## config.mk

```make
export PLATFORM = sky130hd
export DESIGN_NAME = sfd_ram
export DESIGN_NICKNAME = d
export VERILOG_FILES = /design/src/hw/rtl/stereo_feedback_delay_top_assert.svh /design/src/hw/rtl/sfd_ram.sv
export SDC_FILE = /design/constraint.sdc
export NUM_CORES = 1
export LEC_CHECK = 0
export BUFFER_PORTS_ARGS = -buffer_cell sky130_fd_sc_hd__buf_2
export CORE_ASPECT_RATIO = 0.75
export CORE_UTILIZATION = 40
export DETAILED_ROUTE_END_ITERATION = 16
export PLACE_DENSITY = 0.59
export SLEW_MARGIN = 20
export SYNTH_ARGS = -nofsm -noshare
export SYNTH_HDL_FRONTEND = slang
export SYNTH_SLANG_ARGS = --single-unit
```

## constraint.sdc

```tcl
create_clock -name i_clk -period 3.92 [get_ports i_clk]
set_clock_uncertainty 0.15 [all_clocks]
set_input_delay 0.392 -clock i_clk [delete_from_list [all_inputs] [get_ports i_clk]]
set_output_delay 0.392 -clock i_clk [all_outputs]
set_load 0.02 [all_outputs]
```

## src/hw/rtl/stereo_feedback_delay_top_assert.svh

```systemverilog
// ----------------------------------------------------------------------------
// stereo_feedback_delay_top_assert.svh
// Assertion macros shared by the stereo feedback delay modules.
// ----------------------------------------------------------------------------
`ifndef STEREO_FEEDBACK_DELAY_TOP_ASSERT_SVH
`define STEREO_FEEDBACK_DELAY_TOP_ASSERT_SVH

// Same-cycle implication, clocked on i_clk, off while i_rst_n is low.
`define SFD_ASSERT(label, ante, cons, msg) \
    label: assert property (@(posedge i_clk) disable iff (!i_rst_n) (ante) |-> (cons)) \
        else $error(msg);

// Next-cycle implication, clocked on i_clk, off while i_rst_n is low.
`define SFD_ASSERT_NEXT(label, ante, cons, msg) \
    label: assert property (@(posedge i_clk) disable iff (!i_rst_n) (ante) |=> (cons)) \
        else $error(msg);

`endif

```

## src/hw/rtl/sfd_ram.sv

```systemverilog
// ----------------------------------------------------------------------------
// sfd_ram
// Generic simple dual-port RAM: one write port, one read port, registered read.
// ----------------------------------------------------------------------------
module sfd_ram #(
    parameter int WIDTH  = 24,
    parameter int DEPTH  = 16,
    parameter int ADDR_W = 4
) (
    input  logic              i_clk,
    input  logic              i_we,
    input  logic [ADDR_W-1:0] i_waddr,
    input  logic [WIDTH-1:0]  i_wdata,
    input  logic [ADDR_W-1:0] i_raddr,
    output logic [WIDTH-1:0]  o_rdata
);

    logic [WIDTH-1:0] r_mem [DEPTH];
    logic [WIDTH-1:0] r_rdata;

    always_ff @(posedge i_clk) begin
        if (i_we) begin
            r_mem[i_waddr] <= i_wdata;
        end
        r_rdata <= r_mem[i_raddr];
    end

    assign o_rdata = r_rdata;

endmodule

```

==> impl_metrics.csv <==
group,metric,value,unit
outcome,status,"finished, final reports clean",
critical_path,r2r_slack,2430,ps
die,initial_core_util,41.1,%
clock_network,cts_setup_buffers,0,
worst_hold_path,hp-class,"in -> reg",
placement,io_buffers,57,
sta,period_share,51.9,%
drt,vias,6743,
critical_path,cp_max_fo,43,
clock_network,cts.sinks,408,
critical_path,critPathLaunchType,"input pin",
critical_path,crit_required,4180,ps
grt,groute.layer.met2.usage,27.1,%
sta,min_period,2030,ps
die,core_area,36300,sq um
die,dieArea,38100,sq um
drt,drt_iter0_drc,582,
die,chipHeight,169,um
synth,ys_ff_latch,408,
final_layout,fin_nets,755,
critical_path,reg2regPathDepth,3,
grt,grt_start_max_net_pins,44,
drt,first_pass_iters,5,
clock_network,hold_buffers,0,
drt,drc_errors,0,
critical_path,cp.arrival,2290,ps
clock_network,cts_tree,"done",
clock_network,cts.clk_slew.worst_paths,60,ps
grt,use_met1,26.4,%
clock_network,cts_resized,0,
drt,wl_per_cell,25.9,um
flow_run,drv_cap,0,
grt,grtUsageMet3,3.10,%
critical_path,worstPathCellList,"buf_6 -> buf_4 -> mux4_2 -> a22oi_1 -> nand2_1",
grt,antenna_found_initial,0,
drt,wl,32.3,mm
sta,worst_pin_slew,1010,ps
placement,placed_area,15900,sq um
pwr,p_leak,5.47,nW
synth,synth_cell_types,16,
sta,final_hold_viol_count,0,
sta,max-slew-margin-rel,32.5,%
critical_path,endpoint,"o_rdata[23]",
critical_path,slowest_delay,550,ps
critical_path,reg2reg_from,"r_mem[3][12]",
synth,syn-num-nets,670,
pwr,powerDensity,521,nW/um^2
sta,grt_setup_unrepaired,"false",
clock_network,clock_path_buffers,3,
clock_network,cts_htree_levels,2,
final_layout,finalInstanceArea,17200,sq um
die,num_io_pins,58,
critical_path,cp_slowest_cell,"mux4_2",
critical_path,crit_start,"i_raddr[0]",
sta,fmax,492,MHz
die,row_count,60,
drt,viasPerCell,5.42,
pwr,peakVddDrop,331,uV
synth,yosysWarningCount,0,
placement,place_congestion,0.694,
synth,syn_area_per_cell,23.5,sq um
placement,dp_hpwl,16.8,mm
clock_network,clk_latency,530,ps
grt,grt_usage,17.6,%
synth,ys_seq_area_share,80.4,%
final_layout,final_layout_size_suffix_gt1_share,32.8,%
critical_path,critPathCaptureType,"flip-flop",
final_layout,syn_to_final_growth,15.2,%
clock_network,cts_root_buffer,"clkbuf_16",
critical_path,reg2reg_to,"o_rdata[12]",
drt,ant_nets,0,
final_layout,diodes,0,
grt,overflow,0,
grt,grt_pass1_wl,47.7,mm
synth,syn_inst,636,
sta,setup-tns-final,0,ps
critical_path,setup.worst_path.class,"in -> reg",
sta,setup_viol,0,
die,fp.dieW,225,um
clock_network,cts_buffers,39,
sta,slew_violations,0,
grt,busiest_layer,"met2",
synth,syn_area,14900,sq um
grt,grt_pass1_vias,6988,
[logic make-up (layout without fill, tap and decap cells)]
logic type,after synthesis,after routing,synth area share (%)
buffers and inverters,33,146,1.16
flip-flops,408,408,80.4
AO/OA/AOI/OAI,48,48,2.41
multiplexers,96,96,14.5
AND/OR/NAND/NOR,51,51,1.49
[sequential cells by signal, summed over array words and instances, names as in the netlist]
register  count
r_mem       384
o_rdata      24
[metal layers]
layer | up-vias | share of wire, %
met4 | 0 | 1.5
met5 | - | 0
met3 | 44 | 6.2
met1 | 3609 | 46
met2 | 222 | 46
li1 | 2868 | -
[cell usage after synthesis]
cell	count	share of area [%]
and2_1	1	0.042
nor2_1	13	0.33
nand2_1	25	0.63
edfxtp_1	384	77
nand3b_1	2	0.10
a22oi_1	48	2.4
mux4_2	96	14
or3b_2	1	0.059
nor2b_1	2	0.084
nand2b_1	2	0.084
dfxtp_1	24	3.2
buf_6	5	0.38
buf_2	10	0.34
nor3_1	4	0.13
clkbuf_1	18	0.45
nand3_1	1	0.033
[layout by cell type, fill, tap and decap left out]
cell type,n
clkbuf_16,41
clkinv_1,5
bufinv_16,1
a22oi_1,48
nor2_2,1
buf_4,18
nand2b_1,2
nor2_4,12
clkbuf_8,5
dfxtp_1,24
clkinvlp_4,1
nand2_1,25
and2_2,1
buf_6,1
clkbuf_1,12
buf_12,3
or3b_2,1
nor2b_2,2
nor3_2,4
nand3b_1,2
mux4_2,96
buf_2,55
clkinv_2,4
edfxtp_1,384
nand3_1,1
[area by class of cell]
class / instances / area (sq um)
Fill cell: 2972 / 19100
Sequential cell: 408 / 12000
Multi-Input combinational cell: 195 / 2860
Clock buffer: 58 / 1140
Tap cell: 496 / 621
Timing Repair Buffer: 77 / 482
Clock inverter: 11 / 76.3
[critical path, delay by kind of cell]
kind | cells | cell delay, ps
AO/OA/AOI/OAI | 1 | 300
buffers and inverters | 2 | 950
multiplexers | 1 | 550
AND/OR/NAND/NOR | 1 | 80
[power by group]
group / switching, mW / leakage (nW) / internal [mW]
clock network: 1.53 / 0.593 / 2.07
logic: 0.278 / 1.20 / 0.175
registers: 0.0302 / 3.67 / 4.88
[worst min path at each step]
stage | slack (ps) | endpoint | depth (start not counted) | from
after floorplan | 340 | r_mem[0][0] | 0 | i_wdata[0]
after global routing | 70 | r_mem[14][12] | 1 | i_wdata[12]
final | 80 | r_mem[10][10] | 1 | i_wdata[10]
after detailed placement | 510 | o_rdata[15] | 3 | r_mem[6][15]
after CTS | 60 | r_mem[9][10] | 1 | i_wdata[10]
after global placement | 500 | o_rdata[6] | 3 | r_mem[12][6]
[metrics by stage]
stage	hold slack [ps]	setup slack [ps]	instances	util [%]	total power [mW]
2_1_floorplan	341	761	636	-	5.26
3_3_place_gp	505	1300	1174	43.9	5.44
3_5_place_dp	510	1270	1174	43.9	5.46
4_1_cts	58.9	1840	1243	47.2	9.05
5_1_grt	73.9	1710	1245	47.3	9.26
6_report	76.7	1890	1245	47.3	8.96
Power figures use the tool's default switching activity.
