File: src/hw/rtl/stereo_feedback_delay_top_assert.svh
// ----------------------------------------------------------------------------
// stereo_feedback_delay_top_assert.svh
// Assertion macros shared by the stereo feedback delay modules.
// ----------------------------------------------------------------------------
`ifndef STEREO_FEEDBACK_DELAY_TOP_ASSERT_SVH
`define STEREO_FEEDBACK_DELAY_TOP_ASSERT_SVH

// Same-cycle implication, clocked on i_clk, off while i_rst_n is low.
`define SFD_ASSERT(label, ante, cons, msg) \
    label: assert property (@(posedge i_clk) disable iff (!i_rst_n) (ante) |-> (cons)) \
        else $error(msg);

// Next-cycle implication, clocked on i_clk, off while i_rst_n is low.
`define SFD_ASSERT_NEXT(label, ante, cons, msg) \
    label: assert property (@(posedge i_clk) disable iff (!i_rst_n) (ante) |=> (cons)) \
        else $error(msg);

`endif

File: src/hw/rtl/sfd_queue.sv
// ----------------------------------------------------------------------------
// sfd_queue
// Two-entry register queue between the front and back parts.
// ----------------------------------------------------------------------------
module sfd_queue #(
    parameter int WIDTH = 8
) (
    input  logic             i_clk,
    input  logic             i_rst_n,
    input  logic             i_push,
    input  logic [WIDTH-1:0] i_push_data,
    input  logic             i_pop,
    output logic [WIDTH-1:0] o_head,
    output logic             o_full,
    output logic             o_empty
);

    localparam int ENTRIES = 2;

    logic [WIDTH-1:0] r_data [ENTRIES];
    logic             r_wr_ptr;
    logic             r_rd_ptr;
    logic [1:0]       r_count;

    always_ff @(posedge i_clk) begin
        if (!i_rst_n) begin
            r_wr_ptr <= 1'b0;
            r_rd_ptr <= 1'b0;
            r_count  <= '0;
        end else begin
            if (i_push) begin
                r_data[r_wr_ptr] <= i_push_data;
                r_wr_ptr         <= ~r_wr_ptr;
            end
            if (i_pop) begin
                r_rd_ptr <= ~r_rd_ptr;
            end
            if (i_push && !i_pop) begin
                r_count <= r_count + 2'd1;
            end else if (!i_push && i_pop) begin
                r_count <= r_count - 2'd1;
            end
        end
    end

    assign o_head  = r_data[r_rd_ptr];
    assign o_full  = (r_count == 2'(ENTRIES));
    assign o_empty = (r_count == 2'd0);

endmodule

File: config.mk
export PLATFORM = sky130hd
export DESIGN_NAME = sfd_queue
export DESIGN_NICKNAME = d
export VERILOG_FILES = /design/src/hw/rtl/stereo_feedback_delay_top_assert.svh /design/src/hw/rtl/sfd_queue.sv
export SDC_FILE = /design/constraint.sdc
export NUM_CORES = 1
export LEC_CHECK = 0
export ABC_AREA = 1
export BUFFER_PORTS_ARGS = -buffer_cell sky130_fd_sc_hd__buf_4
export CORE_ASPECT_RATIO = 0.6
export CORE_UTILIZATION = 31
export DETAILED_ROUTE_END_ITERATION = 8
export SKIP_CTS_REPAIR_TIMING = 1
export SLEW_MARGIN = 20
export SYNTH_ARGS = -nofsm -noshare
export SYNTH_HDL_FRONTEND = slang
export SYNTH_SLANG_ARGS = --single-unit
File: constraint.sdc
create_clock -name i_clk -period 2.1 [get_ports i_clk]
set_clock_uncertainty 0.1 [all_clocks]
set_input_delay 0.315 -clock i_clk [delete_from_list [all_inputs] [get_ports i_clk]]
set_output_delay 0.315 -clock i_clk [all_outputs]
set_load 0.01 [all_outputs]
==> flow_summary.rst <==
.. list-table::
   :header-rows: 1

   * - Metric
     - Value
   * - Average footprint of a synthesized cell
     - 13.7 um2
   * - Count of distinct cell types in the synthesized netlist
     - 16
   * - Fraction of layout instances using a drive strength above 1
     - 43.5%
   * - Length in cells of the worst reg-to-reg path
     - 3
   * - Worst-margin pin slew
     - 0.368 ns
   * - Area grow syn2layout
     - 31.1%
   * - Post-synthesis sequential area ratio
     - 71.7%
   * - Worst hold path startpoint
     - i_push_data[2]
   * - Vias after detailed routing
     - 493
   * - Post-route fraction of the period consumed by the critical path
     - 83.5%
   * - Core ar.
     - 0.00231 mm2
   * - Maximum buffer depth of the clock tree
     - 2
   * - WP data required
     - 1.68 ns
   * - Total routing resource utilization after global routing
     - 10.7%
   * - Wire length of the first global-routing pass
     - 2.08 mm
   * - Gate Count Post-Synth
     - 59
   * - Final critical path time including I/O delays and setup
     - between 1.5 and 2 ns
   * - Worst hold path endpoint
     - r_data[1][2]
   * - Detail Route met3 WL
     - approximately 120 um
   * - Most common library cell in the layout ignoring fill and taps
     - buf_4
   * - Highest-count cells in the layout ignoring fill and taps
     - buf_4, edfxtp_1, mux2_2, inv_1, nor2_1
   * - Worst setup slack after placement
     - 0.614 ns
   * - Clk sinks
     - 21
   * - Met1 WL
     - 600 um
   * - CP Buf/Inv Count
     - 1
   * - Crit start category
     - flip-flop
   * - Register-to-register setup slack
     - 0.80 ns
   * - Worst supply voltage drop on vdd
     - 0.000385 V
   * - Delay of the slowest cell on the worst path
     - 0.54 ns
   * - Setup repair after global routing missed its margin
     - no
   * - Category of cells accounting for the largest share of critical-path delay
     - flip-flops
   * - Kind of end point of the critical path
     - output pin
   * - NumNets Final
     - 99
   * - Critical Path, Cell by Cell
     - mux2_2 -> buf_4
   * - Syn Nets
     - 72
   * - Standard cell with the maximum stage delay on the critical path
     - dfxtp_1
   * - Total power density per cell area
     - 805 mW/mm2
   * - Met2 wire length
     - 570 um
   * - Final core area utilization
     - approximately 46%
   * - Ant diodes
     - 0
   * - Number of nets with antenna violations after routing
     - 0
   * - Pin count of the biggest net entering global routing
     - 13
   * - Clock slew at reported path FFs
     - 0.07 ns
   * - Max-cap violation count
     - 0
   * - Final Worst Setup Slack
     - ~0.35 ns
   * - Number of antenna violations at the first check in global routing
     - 0
   * - Total of buffers placed on input and output ports
     - 21
   * - H-tree levels
     - 1
   * - Top cell type's share of synthesized area
     - 59.4%
   * - Aggregate global routing overflow
     - 0
   * - Overall die area
     - 0.00283 mm2
   * - Root buffer selected by CTS
     - clkbuf_8
   * - Sum of internal, switching and leakage power
     - approximately 0.00085 W
   * - Class of the most critical hold timing path
     - input port to flip-flop
   * - I/O pin total
     - 22
   * - Top cell type by total area after synthesis
     - edfxtp_1
   * - Initial Util
     - about a third
   * - Post-Route Setup TNS
     - 0 ns
   * - Relative slew slack
     - 75.5%
   * - Average wire length per cell after detail routing
     - 11.3 um
   * - Number of global-route vias before repair
     - between 400 and 500
   * - Setup violations, final
     - 0
   * - DIE HEIGHT
     - 41.6 um
   * - Total of flip-flops plus latches after synthesis
     - 21
   * - Total wire length
     - 1.30 mm
   * - Largest fanout on the critical path
     - 8
   * - Cell types with the largest area share after synthesis
     - edfxtp_1, dfxtp_1, mux2_2, inv_1, nor2_1
   * - Final HPWL from detailed placement
     - just over 900 um
   * - Number of detailed-route iterations in the first pass
     - 4
   * - Worst setup path category
     - flip-flop to output pin
   * - Number of vias per cell
     - 4.29
   * - Number of placement rows
     - 13
   * - Die width
     - 68.0 um
   * - TritonCTS clock tree
     - done
   * - Result of the run
     - completed
   * - Number of synthesis warnings
     - 0
   * - Clock latency on the worst-skew pair
     - 0.26 ns
   * - Static leakage
     - 0.439 nW
   * - Placer Congestion
     - 0.704
   * - Drt first-iter violations
     - 8
   * - Cell depth of the worst hold path
     - 1
   * - Startpoint of the most critical register-to-register path
     - r_wr_ptr
   * - Highest routed layer
     - met4
   * - Endpoint of the lowest-slack register-to-register path
     - r_data[1][3]
   * - Number of buffers created by CTS
     - 3
   * - Final hold violations
     - 0
   * - DR DRC count
     - 0
   * - Netlist area before placement
     - around 810 um2
   * - Maximum frequency from static timing analysis
     - between 0.5 and 0.6 GHz
   * - Fin. max-slew vios
     - 0
   * - Critical path data arrival time
     - 1.34 ns
[final cells by class]
type	count	area, um2
clock buffer	3	41.3
clock inverter	1	5.00
fill	211	1250
inverter	9	33.8
multi-input combinational	28	190
sequential	21	581
tap	30	37.5
timing repair buffer	23	173
[cells by family (layout without fill, tap and decap cells)]
family	count (synthesis)	after routing	share of synthesized area (%)
flip-flops	21	21	71.7
XOR/XNOR	1	1	1.08
multiplexers	8	8	11.1
adder cells (fa/ha/maj)	1	1	1.55
buffers and inverters	10	36	4.79
AND/OR/NAND/NOR	15	15	7.88
AO/OA/AOI/OAI	3	3	1.85
[state kept, by name, summed over array words and instances (netlist names), named ones only]
signal	cells
r_data	16
r_count	2
r_rd_ptr	1
r_wr_ptr	1
[per-stage QoR]
step	hold slack [ns]	instance area, um2	std cells
floorplan	0.314	810	59
global placement	0.354	1010	111
detailed placement	0.361	1010	111
CTS	0.132	1060	115
global route	0.125	1060	115
finish	0.137	1060	115
[per-layer routing]
layer  global-route usage (%)  vias up
li1                         -      252
met1                     12.1      224
met2                     15.9       15
met3                     7.42        2
met4                     3.75        0
met5                        0        -
[how the worst max path moves through the flow]
stage	from	to	slack (ns)	depth (start not counted)
4_1_cts	flip-flop	o_head[4]	0.32	2
3_3_place_gp	flip-flop	o_head[4]	0.61	2
3_5_place_dp	flip-flop	o_head[4]	0.61	2
2_1_floorplan	r_wr_ptr	r_data[1][0]	0.62	2
5_1_grt	flip-flop	o_head[5]	0.27	2
6_report	flip-flop	o_head[5]	0.35	2
[synth_stat cells, drive strengths merged]
master and number:
a21oi 2, buf 1, dfxtp 5, edfxtp 16
ha 1, inv 9, mux2 8, nand2 6
nand3 1, nand4 1, nor2 6, nor3 1
o21ai 1, xnor2 1
[report_power, final]
group	internal, W	switching, W
Clock	0.000132	0.000127
Combinational	0.0000635	0.0000490
Sequential	0.000468	0.0000148
No activity file was read; power rests on OpenSTA's default activity.
