## src/hw/rtl/stereo_feedback_delay_top_assert.svh

```systemverilog
// ----------------------------------------------------------------------------
// stereo_feedback_delay_top_assert.svh
// Assertion macros shared by the stereo feedback delay modules.
// ----------------------------------------------------------------------------
`ifndef STEREO_FEEDBACK_DELAY_TOP_ASSERT_SVH
`define STEREO_FEEDBACK_DELAY_TOP_ASSERT_SVH

// Same-cycle implication, clocked on i_clk, off while i_rst_n is low.
`define SFD_ASSERT(label, ante, cons, msg) \
    label: assert property (@(posedge i_clk) disable iff (!i_rst_n) (ante) |-> (cons)) \
        else $error(msg);

// Next-cycle implication, clocked on i_clk, off while i_rst_n is low.
`define SFD_ASSERT_NEXT(label, ante, cons, msg) \
    label: assert property (@(posedge i_clk) disable iff (!i_rst_n) (ante) |=> (cons)) \
        else $error(msg);

`endif

```

## src/hw/rtl/sfd_pkg.sv

```systemverilog
// ----------------------------------------------------------------------------
// sfd_pkg
// Shared types, register indexes and constants of the stereo feedback delay.
// ----------------------------------------------------------------------------
package sfd_pkg;

    localparam int SAMPLE_W   = 24;
    localparam int GAIN_W     = 16;
    localparam int DELAY_W    = 17;
    localparam int CFG_IDX_W  = 2;
    localparam int CFG_DATA_W = 17;

    // Q1.15 unity
    localparam logic [GAIN_W-1:0] Q_ONE = 16'd32768;

    localparam logic [CFG_IDX_W-1:0] REG_OUT_GAIN      = 2'd0;
    localparam logic [CFG_IDX_W-1:0] REG_FEEDBACK_GAIN = 2'd1;
    localparam logic [CFG_IDX_W-1:0] REG_WET_MIX       = 2'd2;
    localparam logic [CFG_IDX_W-1:0] REG_DELAY_SAMPLES = 2'd3;

    localparam logic [GAIN_W-1:0]  RST_OUT_GAIN      = 16'd32768;
    localparam logic [GAIN_W-1:0]  RST_FEEDBACK_GAIN = 16'd11469;
    localparam logic [GAIN_W-1:0]  RST_WET_MIX       = 16'd16384;
    localparam logic [DELAY_W-1:0] RST_DELAY_SAMPLES = 17'd39322;

    // Gains as seen by the datapath, already limited to unity
    typedef struct packed {
        logic [GAIN_W-1:0] out_gain;
        logic [GAIN_W-1:0] feedback_gain;
        logic [GAIN_W-1:0] wet_mix;
    } t_cfg;

    function automatic logic [GAIN_W-1:0] clamp_q(input logic [GAIN_W-1:0] v);
        return (v > Q_ONE) ? Q_ONE : v;
    endfunction

endpackage

```

## src/hw/rtl/sfd_front.sv

```systemverilog
// ----------------------------------------------------------------------------
// sfd_front
// Accepts items, holds configuration and write pointers, and forms the
// read and write addresses of each item before queuing it.
// ----------------------------------------------------------------------------
`include "stereo_feedback_delay_top_assert.svh"

module sfd_front #(
    parameter  int DEPTH    = 131072,
    parameter  int CHANNELS = 2,
    localparam int AW       = $clog2(DEPTH),
    localparam int CW       = (CHANNELS > 1) ? $clog2(CHANNELS) : 1,
    localparam int QW       = CW + 2 * AW + 24
) (
    input  logic                         i_clk,
    input  logic                         i_rst_n,
    input  logic                         i_in_valid,
    output logic                         o_in_stall,
    input  logic                         i_channel,
    input  logic signed [23:0]           i_sample_in,
    input  logic                         i_cfg_we,
    input  logic [sfd_pkg::CFG_IDX_W-1:0]  i_cfg_index,
    input  logic [sfd_pkg::CFG_DATA_W-1:0] i_cfg_data,
    output sfd_pkg::t_cfg                o_cfg,
    input  logic                         i_clearing,
    input  logic                         i_q_full,
    output logic                         o_push,
    output logic [QW-1:0]                o_push_data
);

    import sfd_pkg::*;

    localparam int MW  = DELAY_W + AW;
    localparam int RS  = DELAY_W + AW;
    localparam int RMW = DELAY_W + 2;
    localparam int PW  = DELAY_W + RMW;
    localparam longint unsigned RECIP_L =
        ((64'd1 << RS) + 64'(DEPTH) - 64'd1) / 64'(DEPTH);
    localparam logic [RMW-1:0] RECIP = RMW'(RECIP_L);

    t_cfg               r_cfg;
    logic [DELAY_W-1:0] r_dmod;
    logic               r_mod_busy;
    logic               r_mod_ph;
    logic [DELAY_W-1:0] r_quot;
    logic [AW-1:0]      r_wp [CHANNELS];

    logic [CW-1:0]      w_ch;
    logic [AW-1:0]      w_wp;
    logic [AW-1:0]      w_wp_inc;
    logic [AW-1:0]      w_d;
    logic [AW:0]        w_diff;
    logic [AW-1:0]      w_rp;
    logic [PW-1:0]      w_rprod;
    logic [DELAY_W-1:0] w_quot;
    logic [DELAY_W-1:0] w_qd;
    logic               w_accept;

    // A channel beyond the configured count folds back to zero
    assign w_ch     = (CHANNELS > 1) ? CW'(i_channel) : '0;
    assign w_wp     = r_wp[w_ch];
    assign w_wp_inc = (w_wp == AW'(DEPTH - 1)) ? '0 : w_wp + 1'b1;
    assign w_d      = AW'(r_dmod);
    assign w_diff   = {1'b0, w_wp} - {1'b0, w_d};
    assign w_rp     = w_diff[AW] ? AW'(w_diff + (AW + 1)'(DEPTH)) : w_diff[AW-1:0];

    // Delay modulo DEPTH: quotient by reciprocal multiply, then subtract
    assign w_rprod = PW'(r_dmod) * PW'(RECIP);
    assign w_quot  = DELAY_W'(w_rprod >> RS);
    assign w_qd    = r_quot * DELAY_W'(DEPTH);

    assign o_in_stall  = i_q_full | i_clearing | r_mod_busy;
    assign w_accept    = i_in_valid & ~o_in_stall;
    assign o_push      = w_accept;
    assign o_push_data = {w_ch, w_wp, w_rp, i_sample_in};
    assign o_cfg       = r_cfg;

    always_ff @(posedge i_clk) begin
        if (!i_rst_n) begin
            r_cfg.out_gain      <= RST_OUT_GAIN;
            r_cfg.feedback_gain <= RST_FEEDBACK_GAIN;
            r_cfg.wet_mix       <= RST_WET_MIX;
            r_dmod              <= RST_DELAY_SAMPLES;
            r_mod_busy          <= 1'b1;
            r_mod_ph            <= 1'b0;
        end else if (i_cfg_we) begin
            case (i_cfg_index)
                REG_OUT_GAIN: begin
                    r_cfg.out_gain <= clamp_q(i_cfg_data[GAIN_W-1:0]);
                end
                REG_FEEDBACK_GAIN: begin
                    r_cfg.feedback_gain <= clamp_q(i_cfg_data[GAIN_W-1:0]);
                end
                REG_WET_MIX: begin
                    r_cfg.wet_mix <= clamp_q(i_cfg_data[GAIN_W-1:0]);
                end
                REG_DELAY_SAMPLES: begin
                    r_dmod     <= i_cfg_data[DELAY_W-1:0];
                    r_mod_busy <= 1'b1;
                    r_mod_ph   <= 1'b0;
                end
                default: begin
                end
            endcase
        end else if (r_mod_busy) begin
            if (!r_mod_ph) begin
                r_quot   <= w_quot;
                r_mod_ph <= 1'b1;
            end else begin
                r_dmod     <= r_dmod - w_qd;
                r_mod_busy <= 1'b0;
            end
        end
    end

    always_ff @(posedge i_clk) begin
        if (!i_rst_n) begin
            for (int i = 0; i < CHANNELS; i++) begin
                r_wp[i] <= '0;
            end
        end else if (w_accept) begin
            r_wp[w_ch] <= w_wp_inc;
        end
    end

    `SFD_ASSERT(a_no_accept_busy, o_push, !r_mod_busy && !i_clearing && !i_q_full, "accept while busy")
    `SFD_ASSERT_NEXT(a_delay_write_reduces, i_cfg_we && (i_cfg_index == REG_DELAY_SAMPLES), r_mod_busy, "delay write did not start reduction")
    `SFD_ASSERT(a_delay_in_range, !r_mod_busy, MW'(r_dmod) < MW'(DEPTH), "reduced delay not below depth")

endmodule

```

## config.mk

```make
export PLATFORM = sky130hd
export DESIGN_NAME = sfd_front
export DESIGN_NICKNAME = d
export VERILOG_FILES = /design/src/hw/rtl/sfd_pkg.sv /design/src/hw/rtl/sfd_front.sv
export VERILOG_INCLUDE_DIRS = /design/src /design/src/hw/rtl
export SDC_FILE = /design/constraint.sdc
export NUM_CORES = 1
export LEC_CHECK = 0
export BUFFER_PORTS_ARGS = -buffer_cell sky130_fd_sc_hd__buf_2
export CORE_MARGIN = 8
export CORE_UTILIZATION = 53
export DETAILED_ROUTE_END_ITERATION = 8
export GPL_TIMING_DRIVEN = 0
export PLACE_DENSITY = 0.88
export SETUP_SLACK_MARGIN = 0.05
export SYNTH_ARGS = -nofsm -noshare
export SYNTH_HDL_FRONTEND = slang
export SYNTH_SLANG_ARGS = --single-unit
export TNS_END_PERCENT = 30
```

## constraint.sdc

```tcl
create_clock -name i_clk -period 2.9 [get_ports i_clk]
set_clock_uncertainty 0.15 [all_clocks]
set_input_delay 0.145 -clock i_clk [delete_from_list [all_inputs] [get_ports i_clk]]
set_output_delay 0.145 -clock i_clk [all_outputs]
set_load 0.02 [all_outputs]
```

==> results.md, run 1 <==
* Max-capacitance violation count at 0
* Period Utilization, post-route at 1.032
* Synth area leaders: dfxtp_1 24%, edfxtp_1 19%, nand2_1 9.5%
* Sw Ratio at 0.3221
* Clock Latency Late Sink at 0.38 ns
* Fmax at 334.2 MHz
* CTS sink cnt at 101
* Met2 routed WL at 8096 um
* Antenna-violating nets left at 0
* Hold/Removal Path Class: input pin to flop
* Post-synthesis cell count at 625
* Nets at 870
* CP Max Fanout at 3
* Number of synthesized flops with an enable pin at 34
* RSZ-0062 raised after global routing: yes
* Asr flop ratio synth at 0
* Commonest non-fill, non-tap cells in the layout: 140 x nand2_1, 129 x buf_2, 67 x dfxtp_1, 51 x buf_4, 46 x a21boi_0
* Crit start category: flop
* DRT Pass-1 Iters at 5
* Sequential area share after synthesis at 0.4284
* Vias per inst at 5.394
* Crit path DAT at 2.70 ns
* Internal power at 2.141 mW
* Syn_area_per_cell at 8.822 um^2
* Pwr Total at 3.158 mW
* Leakage at 3.066 nW
* WS Path Type: flop to output pin
* Die H at 118 um
* Routed wl met3 at 1508 um
* Post-synth top area cell: dfxtp_1
* Seq pwr share at 0.486
* Routed vias at 5076
* Placed insts at 892
* Total track usage at 0.2240
* Synthesized area at 5514 um^2
* Core box area at 10230 um^2
* Layout area overhead at 27.43%
* Violated checks: negative setup slack
* Setup-failing EPs final at 5
* Switching Power at 1.017 mW
* CTS Buffer Depth at 2
* Top Layer Used: met4
* Initial Util at 0.5390
* Distinct cells, synth at 54
* Commonest non-fill, non-tap cell in the layout: nand2_1
* Yosys top cell area share at 0.2432
* Final core utilization at 0.6868
* Power share of the clock group at 0.274
* Post-layout minimum cycle time at 2.992 ns
* I/O Buffers at 131
* First-pass GRT wire length at 25700 um
* Share of layout cells above drive strength 1 at 0.3106
* Yosys reg bits at 101
* Routability Congestion at 0.8771
* Routed WL per cell at 17.04 um
* Combinational share of power at 0.241
* Top Ports at 159
* TritonCTS buffer count at 9
* H-Tree Depth at 3
* Final Hold Fails at 0
* Max-slew violation count at 0
* Worst Path Required at 2.61 ns
* CTS tree: done
* Measured slew at the worst slew-check pin at 0.7818 ns
* Routed WL at 16030 um
* Outcome: complete, but fails checks
* Largest net degree at the start of global routing at 19
* M1 WL at 6081 um
* Synth warn at 0
* Die area at 13920 um^2
* Ys flop type: dfxtp_1
* Peak VDD IR at 0.2431 mV
* Clk pin slew, worst setup/hold paths at 0.11 ns
* Die Width at 118 um
* Overflow after GRT at 0
* DRC at 0
* Place WS at -0.3083 ns
* Fin cells at 941
* Worst Slack Setup Final at -0.09194 ns
* Hpwl dp at 12180 um
* Max_slew headroom at 0.4776
* Clock root buffer: clkbuf_8
* Antenna cells at 0
* Number of global-route vias before repair at 5246
* CP endpoint kind: output pin
* Initial antenna violation count at 0
* Synth Net Count at 695
* Power per cell area at 449.4 nW/um^2
* Fin Setup TNS at -0.2489 ns
* # fillers at 804
* Detailed Route Iter0 Violations at 312
* Row count at 37
==> cell type report <==
class                   count  area (um^2)  share of cell area
multi-input cells         438         2887              0.4108
flip-flops and latches    101         2362              0.3362
repair buffers            165        975.9              0.1389
plain buffers              55        335.3             0.04772
well taps                 136        170.2             0.02422
clock buffers              10        127.6             0.01816
inverters                  30        115.1             0.01638
clock inverters             6        53.80            0.007657
==> state kept, by name, summed over array words and instances (netlist names) <==
signal,cells
r_mod_busy,1
r_wp,34
o_cfg,48
r_mod_ph,1
r_dmod,17
==> final timing paths <==
path,startpoint,to,slack (ns),cells past startpoint
setup reg to reg,r_wp[0][0],r_wp[0][14],0.17,10
hold reg to reg,r_mod_ph,r_mod_ph,0.31,2
setup / recovery,r_wp[0][0],o_push_data[36],-0.09,11
hold / removal,i_cfg_index[1],o_cfg[32],0.03,4
==> critical path, stage by stage, from the launching register on <==
cell and delay (ns):
edfxtp_1 0.39, mux2_4 0.20, inv_4 0.04, ha_4 0.15, fa_2 0.33, nand3b_1 0.20, a21oi_2 0.23, o211ai_1 0.12
buf_4 0.17, a31oi_4 0.18, xor2_1 0.15, buf_4 0.16
==> power groups by stage <==
stage               registers, mW  clock network (mW)  logic [mW]
floorplan                    1.58                   0       0.438
global placement             1.56                   0       0.659
detailed placement           1.56                   0       0.674
CTS                          1.53               0.854       0.742
global route                 1.54               0.914       0.817
finish                       1.53               0.864       0.759
==> cells by family (layout without fill, tap and decap cells) <==
kind of cell	count (synthesis)	after routing	share of synthesized area
AND/OR/NAND/NOR	265	265	0.2242
flip-flops	101	101	0.4284
AO/OA/AOI/OAI	107	107	0.1414
XOR/XNOR	29	29	0.04606
adder cells (fa/ha/maj)	20	20	0.04674
buffers and inverters	86	266	0.08010
multiplexers	17	17	0.03313
==> layer usage <==
metal / GRT usage / up-vias
met4: 0.09047 / 0
met1: 0.2444 / 2374
met2: 0.4009 / 228
li1: - / 2441
met5: 0 / -
met3: 0.06235 / 33
==> cell usage after synthesis (2+ instances only) <==
library cell and instances:
nand3_1 20, nor3_1 4, inv_1 30, edfxtp_1 34, o21a_1 7, nand3b_1 8
buf_4 25, buf_2 8, mux2_2 10, xor2_1 14, clkbuf_1 21, nand4_1 5
ha_1 19, xnor2_1 15, and3_1 4, buf_6 2, nand2b_1 3, nor4_1 3
nor2_1 44, nor2b_1 16, nand2_1 140, o211ai_1 15, dfxtp_1 67, nand3_2 2
mux2i_1 7, or2_2 4, a21boi_0 46, a21oi_1 19, o21ai_0 8
==> through the flow <==
step	instance area (um^2)	hold slack [ns]
4_1_cts	6934	0.02147
6_report	7027	0.02734
5_1_grt	7027	0.04860
2_1_floorplan	5514	0.1336
3_5_place_dp	6340	0.2579
3_3_place_gp	6340	0.2546
==> timing repair <==
action / 4_1_cts / 5_1_grt
pin swaps: 11 / 7
endpoints found under the hold margin: 23 / 0
hold buffers: 18 / 0
resized for setup: 41 / 12
buffers inserted: 8 / 8
setup endpoints to repair: 39 / 30
Note: power is estimated with default switching activity, not from simulation.
==> run 2, diff against run 1 <==
--- a/config.mk
+++ b/config.mk
@@ -10,7 +10,6 @@
 export CORE_MARGIN = 8
 export CORE_UTILIZATION = 53
 export DETAILED_ROUTE_END_ITERATION = 8
-export GPL_TIMING_DRIVEN = 0
 export PLACE_DENSITY = 0.88
 export SETUP_SLACK_MARGIN = 0.05
 export SYNTH_ARGS = -nofsm -noshare
==> run 2 against run 1 <==
- largest power group unchanged
- sequential share of layout area increased by 2.1 points
- count of clock-buffer cells in the layout unchanged
- via count decreased by 5.3%
- the flow now finishes without violations
- core utilization decreased by 4.0 points
- non-clock buffer count decreased by 68
- critical path type unchanged
- worst setup slack improved by 0.11 ns
- die area unchanged
- register-to-register slack improved by 0.03 ns
- largest cell class unchanged
- global-route usage decreased by 1.7 points
==> results.md, run 2 (synthesis results as in run 1) <==
* Crit start category: flop
* Vias per inst at 5.504 (+2.0%)
* Post-layout minimum cycle time at 2.881 ns (-0.1107 ns)
* Family with the most delay on the worst path: adder cells
* Initial Util at 0.5390 (unchanged)
* Antenna cells at 0 (unchanged)
* Critical Path Most Common Cell: buf_4
* Die area at 13920 um^2 (unchanged)
* Clock root buffer: clkbuf_8
* DRT Pass-1 Iters at 5 (unchanged)
* Die H at 118 um (unchanged)
* CTS tree: done
* Worst Path Required at 2.61 ns (about the same)
* Nets at 802 (-7.8%)
* # fillers at 841 (+4.6%)
* Core box area at 10230 um^2 (unchanged)
* Setup-failing EPs final at 0 (-5)
* Routed vias at 4805 (-5.3%)
* Max stage delay on crit path at 0.38 ns (about the same)
* CP Cell Sequence: mux2_4, inv_2, ha_4, fa_2, nand3b_1, a21oi_2, o211ai_1, buf_4, a31oi_2, xor2_1, buf_4
* Clock Latency Late Sink at 0.37 ns (about the same)
* RSZ-0062 raised after global routing: yes
* Period Utilization, post-route at 0.9935 (-0.03817)
* Critical path buffers and inverters at 3 (unchanged)
* Detailed Route Iter0 Violations at 332 (+6.4%)
* Routed WL per cell at 17.20 um (+0.94%)
* Antenna-violating nets left at 0 (unchanged)
* CTS Buffer Depth at 2 (unchanged)
* Top Ports at 159 (unchanged)
* Largest net degree at the start of global routing at 68 (+49)
* WS Path Type: flop to output pin
* Number of global-route vias before repair at 4928 (-6.1%)
* Hold slack at 0.01256 ns (-0.01478 ns)
* Peak VDD IR at 0.2990 mV (+23%)
* Routed WL at 15010 um (-6.4%)
* Row count at 37 (unchanged)
* Power per cell area at 467.6 nW/um^2 (+4.1%)
* DRC at 0 (unchanged)
* Clk pin slew, worst setup/hold paths at 0.10 ns (about the same)
* Max-slew violation count at 0 (unchanged)
* CTS sink cnt at 101 (unchanged)
* Outcome: finished clean
* CP endpoint kind: output pin
* Die Width at 118 um (unchanged)
* Fmax at 347.1 MHz (+3.8%)
* First-pass GRT wire length at 23940 um (-6.8%)
* TritonCTS buffer count at 9 (unchanged)
* Max_slew headroom at 0.2530 (-0.2246)
* Layout area overhead at 19.92%
* I/O Buffers at 110 (-16%)
* Measured slew at the worst slew-check pin at 1.116 ns (+0.3346 ns)
* Hold/Removal Path Class: input pin to flop
* Initial antenna violation count at 0 (unchanged)
* Leakage at 2.851 nW (-7.0%)
* CP Max Fanout at 3 (unchanged)
* Routability Congestion at 0.9367 (+6.8%)
* Commonest non-fill, non-tap cell in the layout: nand2_1
* Max-capacitance violation count at 0 (unchanged)
* Largest register FFs at 48 (unchanged)
* H-Tree Depth at 3 (unchanged)
* Overflow after GRT at 0 (unchanged)
* Hpwl dp at 10860 um (-11%)
* Commonest non-fill, non-tap cells in the layout: 139 x nand2_1, 100 x buf_2, 67 x dfxtp_1, 46 x a21boi_0, 43 x nor2_1
* Total track usage at 0.2065 (-0.01745)
* Final Hold Fails at 0 (unchanged)
* Slowest-stage cell, CP: edfxtp_1
* Share of layout cells above drive strength 1 at 0.2727 (-0.03783)
* Crit path DAT at 2.59 ns (-0.11 ns)
* Final core utilization at 0.6463 (-0.04048)
run 2: area by class of cell:
class	count	area [um^2]	share of cell area
inverter	30	112.6	0.01703
sequential	101	2362	0.3572
multi-input combinational	438	2844	0.4301
tap	136	170.2	0.02573
timing repair buffer	152	933.4	0.1412
clock inverter	6	52.55	0.007947
clock buffer	10	137.6	0.02081
run 2: path summary, 6_finish.rpt:
path / startpoint / cells past startpoint / slack (ns) / endpoint
min: i_cfg_data[15] / 3 / 0.01 / o_cfg[31]
max: r_wp[1][0] / 11 / 0.02 / o_push_data[36]
min reg2reg: o_cfg[39] / 2 / 0.31 / o_cfg[39]
max reg2reg: r_wp[1][0] / 9 / 0.20 / r_wp[0][9]
run 2: worst min-delay path: cells and delay by family:
kind	cells	cell delay, ns
AOI/OAI and AO/OA	1	0.07
buffers and inverters	1	0.19
and+or+nand+nor	1	0.08
run 2: metal layers:
layer	global-route usage	vias to the layer above	wire (um)
li1	-	2292	-
met1	0.2367	2286	6177
met2	0.3583	201	7417
met3	0.05995	26	1136
met4	0.07366	0	281
met5	0	-	0
run 2: power by group:
| part | switching (mW) | internal [mW] | total [mW] |
|---|---|---|---|
| combinational | 0.417 | 0.270 | 0.687 |
| sequential | 0.0243 | 1.51 | 1.53 |
| clock | 0.525 | 0.350 | 0.875 |
| total | 0.966 | 2.13 | 3.09 |
run 2: repair_timing:
item | in CTS | in global routing
buffers inserted | 8 | 5
gates cloned | 0 | 0
endpoints found under the hold margin | 18 | 0
resized for setup | 22 | 22
endpoints found under the setup margin | 12 | 37
pin swaps | 11 | 13
hold buffers | 17 | 0
run 2: stage by stage:
stage	instance area [um^2]	setup WS, ns	power (mW)	instances	setup TNS [ns]
after global routing	6613	-0.06000	3.206	873	-0.2194
after CTS	6496	-0.03267	3.068	868	-0.07752
after global placement	5996	0.1522	2.150	827	0
after floorplan	5514	0.1375	2.017	625	0
final	6613	0.01876	3.092	873	0
after detailed placement	5996	0.05571	2.168	827	0
